[config.mk]
export PLATFORM = sky130hd
export DESIGN_NAME = ism_cell
export DESIGN_NICKNAME = d
export VERILOG_FILES = /design/src/rtl/ism_pkg.sv /design/src/rtl/ism_cell.sv
export SDC_FILE = /design/constraint.sdc
export NUM_CORES = 1
export LEC_CHECK = 0
export BUFFER_PORTS_ARGS = -buffer_cell sky130_fd_sc_hd__buf_2
export CAP_MARGIN = 20
export CORE_MARGIN = 2
export CORE_UTILIZATION = 30
export CTS_CLUSTER_SIZE = 10
export DETAILED_ROUTE_END_ITERATION = 10
export PLACE_DENSITY_LB_ADDON = 0.3
export SYNTH_ARGS = -nofsm -noshare
export SYNTH_HDL_FRONTEND = slang
export SYNTH_SLANG_ARGS = --single-unit
[constraint.sdc]
create_clock -name clk -period 3.1 [get_ports clk]
set_clock_uncertainty 0.2 [all_clocks]
set_input_delay 0.465 -clock clk [delete_from_list [all_inputs] [get_ports clk]]
set_output_delay 0.465 -clock clk [all_outputs]
set_load 0.01 [all_outputs]
[src/rtl/ism_pkg.sv]
package ism_pkg;

  localparam int WORD_W  = 32;
  localparam int IDX_W   = 16;
  localparam int KIND_W  = 3;
  localparam int DEPTH_W = 7;
  localparam int ERR_W   = 3;

  typedef enum logic [KIND_W-1:0] {
    OP_LOAD_CONST   = 3'd0,
    OP_PUSH_CONST   = 3'd1,
    OP_STORE_GLOBAL = 3'd2,
    OP_PUSH_GLOBAL  = 3'd3,
    OP_ADD          = 3'd4,
    OP_PUSH_FUNC    = 3'd5,
    OP_POP          = 3'd6
  } op_t;

  typedef enum logic [ERR_W-1:0] {
    ERR_OK     = 3'd0,
    ERR_UNDER  = 3'd1,
    ERR_OVER   = 3'd2,
    ERR_CONST  = 3'd3,
    ERR_GLOBAL = 3'd4
  } err_t;

  typedef enum logic [1:0] {
    SH_HOLD = 2'd0,
    SH_DOWN = 2'd1,
    SH_UP   = 2'd2,
    SH_LOAD = 2'd3
  } sh_t;

  typedef struct packed {
    sh_t               sh;
    logic [WORD_W-1:0] word;
  } cell_ctl_t;

endpackage

[src/rtl/ism_cell.sv]
module ism_cell (
  input  logic                       clk,
  input  ism_pkg::cell_ctl_t         ctl,
  input  logic [ism_pkg::WORD_W-1:0] down_word,
  input  logic [ism_pkg::WORD_W-1:0] up_word,
  output logic [ism_pkg::WORD_W-1:0] q
);

  logic [ism_pkg::WORD_W-1:0] word_r;
  logic [ism_pkg::WORD_W-1:0] word_nxt;

  always_comb begin
    unique case (ctl.sh)
      ism_pkg::SH_HOLD: word_nxt = word_r;
      ism_pkg::SH_DOWN: word_nxt = down_word;
      ism_pkg::SH_UP:   word_nxt = up_word;
      ism_pkg::SH_LOAD: word_nxt = ctl.word;
      default:          word_nxt = word_r;
    endcase
  end

  always_ff @(posedge clk) begin
    word_r <= word_nxt;
  end

  assign q = word_r;

endmodule

## After elaboration in Yosys (flattened, before gate mapping)

Index checks and enable logic that the tools add are counted.

- Bits in registers: 32
- Input port bits: 99
- Output and inout port bits: 32
- Logic and storage cells: 6

- Equality and inequality tests: 3
- Muxes and demuxes: 1
- Reductions and logical operators: 1

Operators with widths:

| operator | count |
|---|---|
| $pmux W32 S3 | 1 |
| $eq A2 B2 Y1 const B | 2 |
| $eq A2 B1 Y1 const B | 1 |
| $logic_not A2 Y1 | 1 |

## Depth between registers and ports, before layout

Gate-level depths: netlist of the first run.

- Depth in word-level cells: 2
- Gate-level depth with buffers: 4
- Mapped depth without buffers: 2

## Least setup slack after synthesis of the first run

OpenSTA, ideal clock, no wires.

- Path kind: in2reg
- From: input port ctl[32] (netlist bit)
- To: register word_r, in the netlist q[0] (enable)
- Setup time: 0.375 ns
- Arrival: 1.197 ns
- Required time: 2.525 ns
- Path slack: 1.328 ns
- Stages: 3
- Buffers on the path: 2
- Path through: buf_6 buf_12 or2_2

- Longest elaborated chain between the ends: 1

Ends and longest elaborated chain:

| item | RTL line | text |
|---|---|---|
| from (decl) | ism_cell.sv:3 | `input ism_pkg::cell_ctl_t ctl,` |
| $logic_not A2 Y1 | ism_cell.sv:13 | `unique case (ctl.sh)` |
| to (signal assigned) | ism_cell.sv:23 | `word_r <= word_nxt;` |
| to (decl) | ism_cell.sv:9 | `logic [ism_pkg::WORD_W-1:0] word_r;` |

No other way between the ends.
A chain may end at the register's enable or synchronous reset.

## Final worst setup path of the first run

- From: input port ctl[32] (netlist bit)
- To: register word_r, in the netlist q[5] (data pin)

- Longest elaborated chain between the ends: 2

Ends and longest elaborated chain:

| item | RTL line | text |
|---|---|---|
| $eq A2 B2 Y1 or $eq A2 B1 Y1 (tied branches) | ism_cell.sv:13 |  |
| $pmux W32 S3 * | ism_cell.sv:13 |  |
| via word_nxt, one bit | ism_cell.sv:10 | `logic [ism_pkg::WORD_W-1:0] word_nxt;` |

The timed path passes the listed nets; every way through them passes the cells marked *.

==> load_flow_metrics.sql, run 1 <==
INSERT INTO impl_metrics (metric_group, metric, value, unit) VALUES
('outcome', 'outcome', 'complete, no violations', ''),
('route', 'wire_per_inst', '11.4', 'µm'),
('layout', 'syn_to_final_growth', '43.7', '%'),
('timing', 'achievable-frequency', '641', 'MHz'),
('timing', 'grt_setup_unrepaired', 'no', ''),
('timing', 'maxSlewHeadroom', '0.500', ''),
('synthesis', 'postSynthCellCount', '140', ''),
('timing', 'setup_tns', '0', 'ps'),
('timing', 'finalSetupViolations', '0', ''),
('floorplanning', 'core.rowCount', '27', ''),
('synthesis', 'syn_nets', '239', ''),
('timing', 'slew_violations', '0', ''),
('synthesis', 'ys_ff_latch', '32', ''),
('global_routing', 'groute.usage.overall', '0.130', ''),
('clock_tree', 'hold_buffer_count_at_cts', '0', ''),
('synthesis', 'synth_area_per_cell', '11.9', 'µm²'),
('synthesis', 'synth_top_family_by_area', 'multiplexers', ''),
('placed_design', 'hpwl_detailed', '2880', 'µm'),
('pwr', 'ratio_of_total_power_to_cell_area', '445', 'nW/µm²'),
('floorplanning', 'start_util', '0.308', ''),
('worst_hold_path', 'holdPathStages', '3', ''),
('floorplanning', 'fp.coreArea', '5440', 'µm²'),
('global_routing', 'antenna_found_initial', '0', ''),
('route', 'drc', '0', ''),
('timing', 'period_needed', '1560', 'ps'),
('worst_hold_path', 'hold_end', 'q[29]', ''),
('worst_setup_path', 'cp_cell_sequence', 'buf_2 > buf_4 > mux2i_1 > a21oi_1', ''),
('layout', 'layout-drive-gt1-share', '0.513', ''),
('global_routing', 'first_global_vias', '1411', ''),
('global_routing', 'grt_first_pass_wirelength', '6270', 'µm'),
('layout', 'diodes', '0', ''),
('global_routing', 'grt_start_max_net_pins', '65', ''),
('route', 'postRouteAntennaNets', '0', ''),
('synthesis', 'synth_compound_gate_area_share', '0.0957', ''),
('layout', 'largest_register_ff_count', '32', ''),
('layout', 'area_taken_by_flip_flops_and_latches', '961', 'µm²'),
('synthesis', 'synth.lib_cells_used.distinct', '10', ''),
('route', 'post_drt_via_cell_ratio', '4.42', ''),
('timing', 'worst_slew_pin_tran', '750', 'ps'),
('layout', 'fin_nets', '367', ''),
('layout', 'filler_cell_count', '525', ''),
('worst_setup_path', 'worst_setup_path_end_kind', 'register', ''),
('timing', 'finalWorstSetupSlack', '1540', 'ps'),
('clock_tree', 'numCtsBuffers', '5', ''),
('synthesis', 'sequential_cell_area_fraction_in_the_yosys_report', '0.574', ''),
('synthesis', 'synthesis.area', '1670', 'µm²'),
('floorplanning', 'i_o_pins', '131', ''),
('synthesis', 'synth_fa_ha_area_frac', '0', ''),
('worst_setup_path', 'setup.worst_path.class', 'primary input to register', ''),
('worst_setup_path', 'cp-start-kind', 'primary input', ''),
('route', 'drt_iter0_markers', '58', ''),
('pwr', 'vdd_ir_drop_max', '261', 'µV'),
('worst_setup_path', 'critical_path.max_stage_delay', '460', 'ps'),
('clock_tree', 'cts_tree', 'built', ''),
('worst_setup_path', 'timing.critical_path.max_delay_family', 'buffers and inverters', ''),
('global_routing', 'final_global_route_overflow_total', '0', ''),
('layout', 'multi_input_area', '607', 'µm²'),
('layout', 'instances_no_fill', '341', ''),
('floorplanning', 'die_width', '78.7', 'µm'),
('pwr', 'leakage', '1.18', 'nW'),
('placed_design', 'place.gp.congestion', '0.755', ''),
('clock_tree', 'clock-sinks', '32', ''),
('layout', 'postLayoutCoreUtil', '0.442', ''),
('floorplanning', 'chipHeight', '78.7', 'µm'),
('synthesis', 'area_fraction_in_and_or_nand_and_nor_cells_after_synthesis', '0.0755', ''),
('worst_setup_path', 'crit_required', '2900', 'ps'),
('clock_tree', 'root_buffer', 'sky130_fd_sc_hd__clkbuf_8', ''),
('floorplanning', 'die-area', '6190', 'µm²'),
('clock_tree', 'ctsHtreeMaxLevel', '2', ''),
('clock_tree', 'max-clock-path-buffers', '2', ''),
('synthesis', 'synthMuxAreaShare', '0.191', '');
## placed cells by master, fill, tap and decap left out
| cell type | synthesis | routed |
|---|---|---|
| sky130_fd_sc_hd__mux2i_1 | 32 | 32 |
| sky130_fd_sc_hd__clkinv_1 | 0 | 1 |
| sky130_fd_sc_hd__buf_4 | 1 | 2 |
| sky130_fd_sc_hd__clkbuf_8 | 0 | 5 |
| sky130_fd_sc_hd__a21oi_1 | 32 | 32 |
| sky130_fd_sc_hd__or2_2 | 1 | 1 |
| sky130_fd_sc_hd__edfxtp_1 | 32 | 32 |
| sky130_fd_sc_hd__clkbuf_1 | 3 | 2 |
| sky130_fd_sc_hd__buf_2 | 3 | 130 |
| sky130_fd_sc_hd__nor2_1 | 32 | 32 |
## cells by family after synthesis
group                  after synthesis
DFF                                 32
buffers and inverters               11
AOI/OAI and AO/OA                   32
and+or+nand+nor                     33
muxes                               32
## cell usage after synthesis
library cell / n / area share
sky130_fd_sc_hd__buf_2: 3 / 0.0090
sky130_fd_sc_hd__nor2_1: 32 / 0.072
sky130_fd_sc_hd__buf_4: 1 / 0.0045
sky130_fd_sc_hd__buf_12: 3 / 0.036
sky130_fd_sc_hd__clkbuf_1: 3 / 0.0067
sky130_fd_sc_hd__or2_2: 1 / 0.0037
sky130_fd_sc_hd__edfxtp_1: 32 / 0.57
sky130_fd_sc_hd__mux2i_1: 32 / 0.19
sky130_fd_sc_hd__buf_6: 1 / 0.0067
sky130_fd_sc_hd__a21oi_1: 32 / 0.096
## worst max path at each step
stage / from / end / slack [ps] / depth (start not counted)
2_1_floorplan: ctl[32] / q[0] / 1330 / 3
6_report: ctl[32] / q[5] / 1540 / 4
4_1_cts: ctl[32] / q[23] / 1540 / 4
3_5_place_dp: ctl[32] / q[23] / 1230 / 4
5_1_grt: ctl[32] / q[26] / 1420 / 4
3_3_place_gp: ctl[32] / q[11] / 1240 / 4
## where the power goes
| group | leakage, nW | switching (mW) | total [mW] | internal [mW] |
|---|---|---|---|---|
| Sequential | 0.322 | 0.0106 | 0.546 | 0.536 |
| Combinational | 0.815 | 0.113 | 0.225 | 0.112 |
| Clock | 0.0399 | 0.143 | 0.299 | 0.156 |
## routing by layer
metal  vias up  part of all wire  global-route usage
met5         -                 0                   0
met3         8              0.11              0.0575
met2        75              0.49               0.216
met4         0             0.018              0.0579
met1       663              0.39               0.143
li1        762                 -                   -
## area by class of cell
cell class              instances  share of cell area
multi-input cells              97               0.252
repair buffers                132               0.277
clock inverters                 1             0.00156
flip-flops and latches         32               0.400
well taps                      72              0.0375
clock buffers                   7              0.0318
## metrics by stage
step / power, mW / area [µm²] / hold WS, ps
after floorplan: 0.674 / 1670 / 490
after global placement: 0.782 / 2320 / 584
after detailed placement: 0.784 / 2320 / 588
after CTS: 1.09 / 2400 / 298
after global routing: 1.14 / 2400 / 304
final: 1.07 / 2400 / 305
(Power assumes the default switching activity.)
==> run 2, diff against run 1 <==
==> constraint.sdc (replaced) <==
create_clock -name clk -period 1.5 [get_ports clk]
set_clock_uncertainty 0.2 [all_clocks]
set_input_delay 0.225 -clock clk [delete_from_list [all_inputs] [get_ports clk]]
set_output_delay 0.225 -clock clk [all_outputs]
set_load 0.01 [all_outputs]
==> load_flow_metrics.sql, run 2 (synthesis gave the netlist of run 1 again) <==
INSERT INTO impl_metrics (metric_group, metric, value, unit) VALUES
('layout', 'mostFrequentLayoutCell', 'sky130_fd_sc_hd__buf_2', ''),
('global_routing', 'grt_first_pass_wirelength', '6380', 'µm'),
('pwr', 'sw_frac_of_total', '0.247', ''),
('layout', 'instances_no_fill', '343', ''),
('clock_tree', 'root_buffer', 'sky130_fd_sc_hd__clkbuf_8', ''),
('worst_setup_path', 'cpMaxStageDelayCell', 'sky130_fd_sc_hd__edfxtp_1', ''),
('route', 'drc', '0', ''),
('global_routing', 'antenna_found_initial', '0', ''),
('timing', 'worst_slew_pin_tran', '444', 'ps'),
('worst_setup_path', 'critical_path.max_stage_delay', '380', 'ps'),
('floorplanning', 'i_o_pins', '131', ''),
('floorplanning', 'die_width', '78.7', 'µm'),
('placed_design', 'io_buffer_count', '130', ''),
('worst_setup_path', 'cp_cell_sequence', 'buf_2', ''),
('timing', 'finalSetupViolations', '0', ''),
('placed_design', 'place.gp.congestion', '0.719', ''),
('flow_run', 'max_cap_viol_count', '0', ''),
('placed_design', 'hpwl_detailed', '3140', 'µm'),
('pwr', 'power_frac_comb', '0.216', ''),
('worst_setup_path', 'worst_setup_path_end_kind', 'output port', ''),
('timing', 'slew_violations', '0', ''),
('route', 'drt_pre_antenna_iters', '3', ''),
('pwr', 'vdd_ir_drop_max', '356', 'µV'),
('clock_tree', 'ctsHtreeMaxLevel', '2', ''),
('global_routing', 'first_global_vias', '1527', ''),
('pwr', 'leakage', '1.20', 'nW'),
('route', 'vias', '1470', ''),
('pwr', 'power.clock.fraction', '0.275', ''),
('placed_design', 'place_area', '2370', 'µm²'),
('worst_setup_path', 'setup.worst_path.class', 'register to output port', ''),
('floorplanning', 'start_util', '0.308', ''),
('clock_tree', 'postCtsSetupRepairBufs', '0', ''),
('layout', 'layout-drive-gt1-share', '0.517', ''),
('layout', 'syn_to_final_growth', '46.2', '%'),
('layout', 'diodes', '0', ''),
('layout', 'largest_register_ff_count', '32', ''),
('global_routing', 'groute.usage.overall', '0.133', ''),
('layout', 'postLayoutCoreUtil', '0.450', ''),
('global_routing', 'grt_start_max_net_pins', '33', ''),
('timing', 'hold_viol', '0', ''),
('worst_setup_path', 'worstPathMaxFanout', '1', ''),
('layout', 'design_area', '2450', 'µm²'),
('global_routing', 'final_global_route_overflow_total', '0', ''),
('worst_setup_path', 'crit_path_arrival_time', '800', 'ps'),
('pwr', 'power.switching', '0.547', 'mW'),
('placed_design', 'post-place-cells', '335', ''),
('worst_setup_path', 'path_buf_inv', '1', ''),
('route', 'wire_per_inst', '11.4', 'µm'),
('pwr', 'ratio_of_total_power_to_cell_area', '907', 'nW/µm²'),
('route', 'postRouteAntennaNets', '0', ''),
('outcome', 'outcome', 'complete, no violations', ''),
('placed_design', 'placement.setup.worst_slack', '76.8', 'ps'),
('clock_tree', 'cts_tree', 'built', ''),
('clock_tree', 'cts.clk_slew.worst_paths', '60', 'ps'),
('worst_setup_path', 'cp-start-kind', 'register', ''),
('layout', 'commonest_cells_after_routing_fill_and_taps_aside', 'sky130_fd_sc_hd__buf_2, sky130_fd_sc_hd__mux2i_1, sky130_fd_sc_hd__nor2_1, sky130_fd_sc_hd__a21oi_1, sky130_fd_sc_hd__edfxtp_1', ''),
('floorplanning', 'core.rowCount', '27', ''),
('timing', 'period_needed', '1230', 'ps'),
('route', 'wirelength', '3930', 'µm'),
('clock_tree', 'max-clock-path-buffers', '2', ''),
('clock_tree', 'numCtsBuffers', '5', ''),
('route', 'drt_iter0_markers', '18', ''),
('floorplanning', 'die-area', '6190', 'µm²'),
('timing', 'achievable-frequency', '815', 'MHz'),
('worst_hold_path', 'holdCritPathClass', 'primary input to register', ''),
('clock_tree', 'clock-sinks', '32', ''),
('floorplanning', 'chipHeight', '78.7', 'µm'),
('pwr', 'share_seq_of_total_power', '0.509', ''),
('timing', 'setup_tns', '0', 'ps'),
('timing', 'finalWorstSetupSlack', '272', 'ps'),
('timing', 'grt_setup_unrepaired', 'no', ''),
('timing', 'final.period_utilization', '0.818', ''),
('pwr', 'design_internal_power', '1.67', 'mW'),
('layout', 'fin_nets', '369', ''),
('worst_setup_path', 'crit_required', '1070', 'ps'),
('timing', 'maxSlewHeadroom', '0.704', ''),
('clock_tree', 'post_cts.resized_instances', '0', ''),
('route', 'post_drt_via_cell_ratio', '4.29', ''),
('clock_tree', 'hold_buffer_count_at_cts', '0', ''),
('floorplanning', 'fp.coreArea', '5440', 'µm²'),
('worst_setup_path', 'timing.critical_path.max_delay_family', 'flip-flops', '');
## run 2: cell count changes in the layout (fill, tap and decap cells not counted), sizes merged
| cell | change |
|---|---|
| buf | +2 |
## run 2: power by group through the flow
stage | clock network [mW] | registers, mW | logic (mW)
2_1_floorplan | 0 | 1.21 | 0.181
3_3_place_gp | 0 | 1.15 | 0.481
3_5_place_dp | 0 | 1.15 | 0.487
4_1_cts | 0.634 | 1.13 | 0.488
5_1_grt | 0.669 | 1.14 | 0.532
6_report | 0.610 | 1.13 | 0.479
## run 2: through the flow
stage	hold slack, ps	power (mW)
2_1_floorplan	250	1.39
3_3_place_gp	349	1.63
3_5_place_dp	347	1.64
4_1_cts	56.8	2.25
5_1_grt	77.3	2.34
6_report	70.4	2.22
## run 2: final timing paths
path / start / end / depth (start not counted)
min: down_word[27] / q[27] / 3
max: q[28] / q[28] / 1
## run 2: final cells by class
type | instances | area, µm²
Tap cell | 72 | 90.1
Sequential cell | 32 | 961
Multi-Input combinational cell | 97 | 609
Fill cell | 546 | 2990
Timing Repair Buffer | 134 | 706
Clock inverter | 1 | 3.75
Clock buffer | 7 | 76.3
## run 2: per-layer routing
layer	track usage	vias up	share of wire
li1	-	770	-
met1	0.137	622	0.39
met2	0.238	72	0.49
met3	0.0540	6	0.097
met4	0.0526	0	0.016
met5	0	-	0
## run 2: worst min-delay path: cells and delay by family
| family | cells | cell delay, ps |
|---|---|---|
| AOI/OAI and AO/OA | 1 | 100 |
| buffers and inverters | 1 | 70 |
| and+or+nand+nor | 1 | 30 |
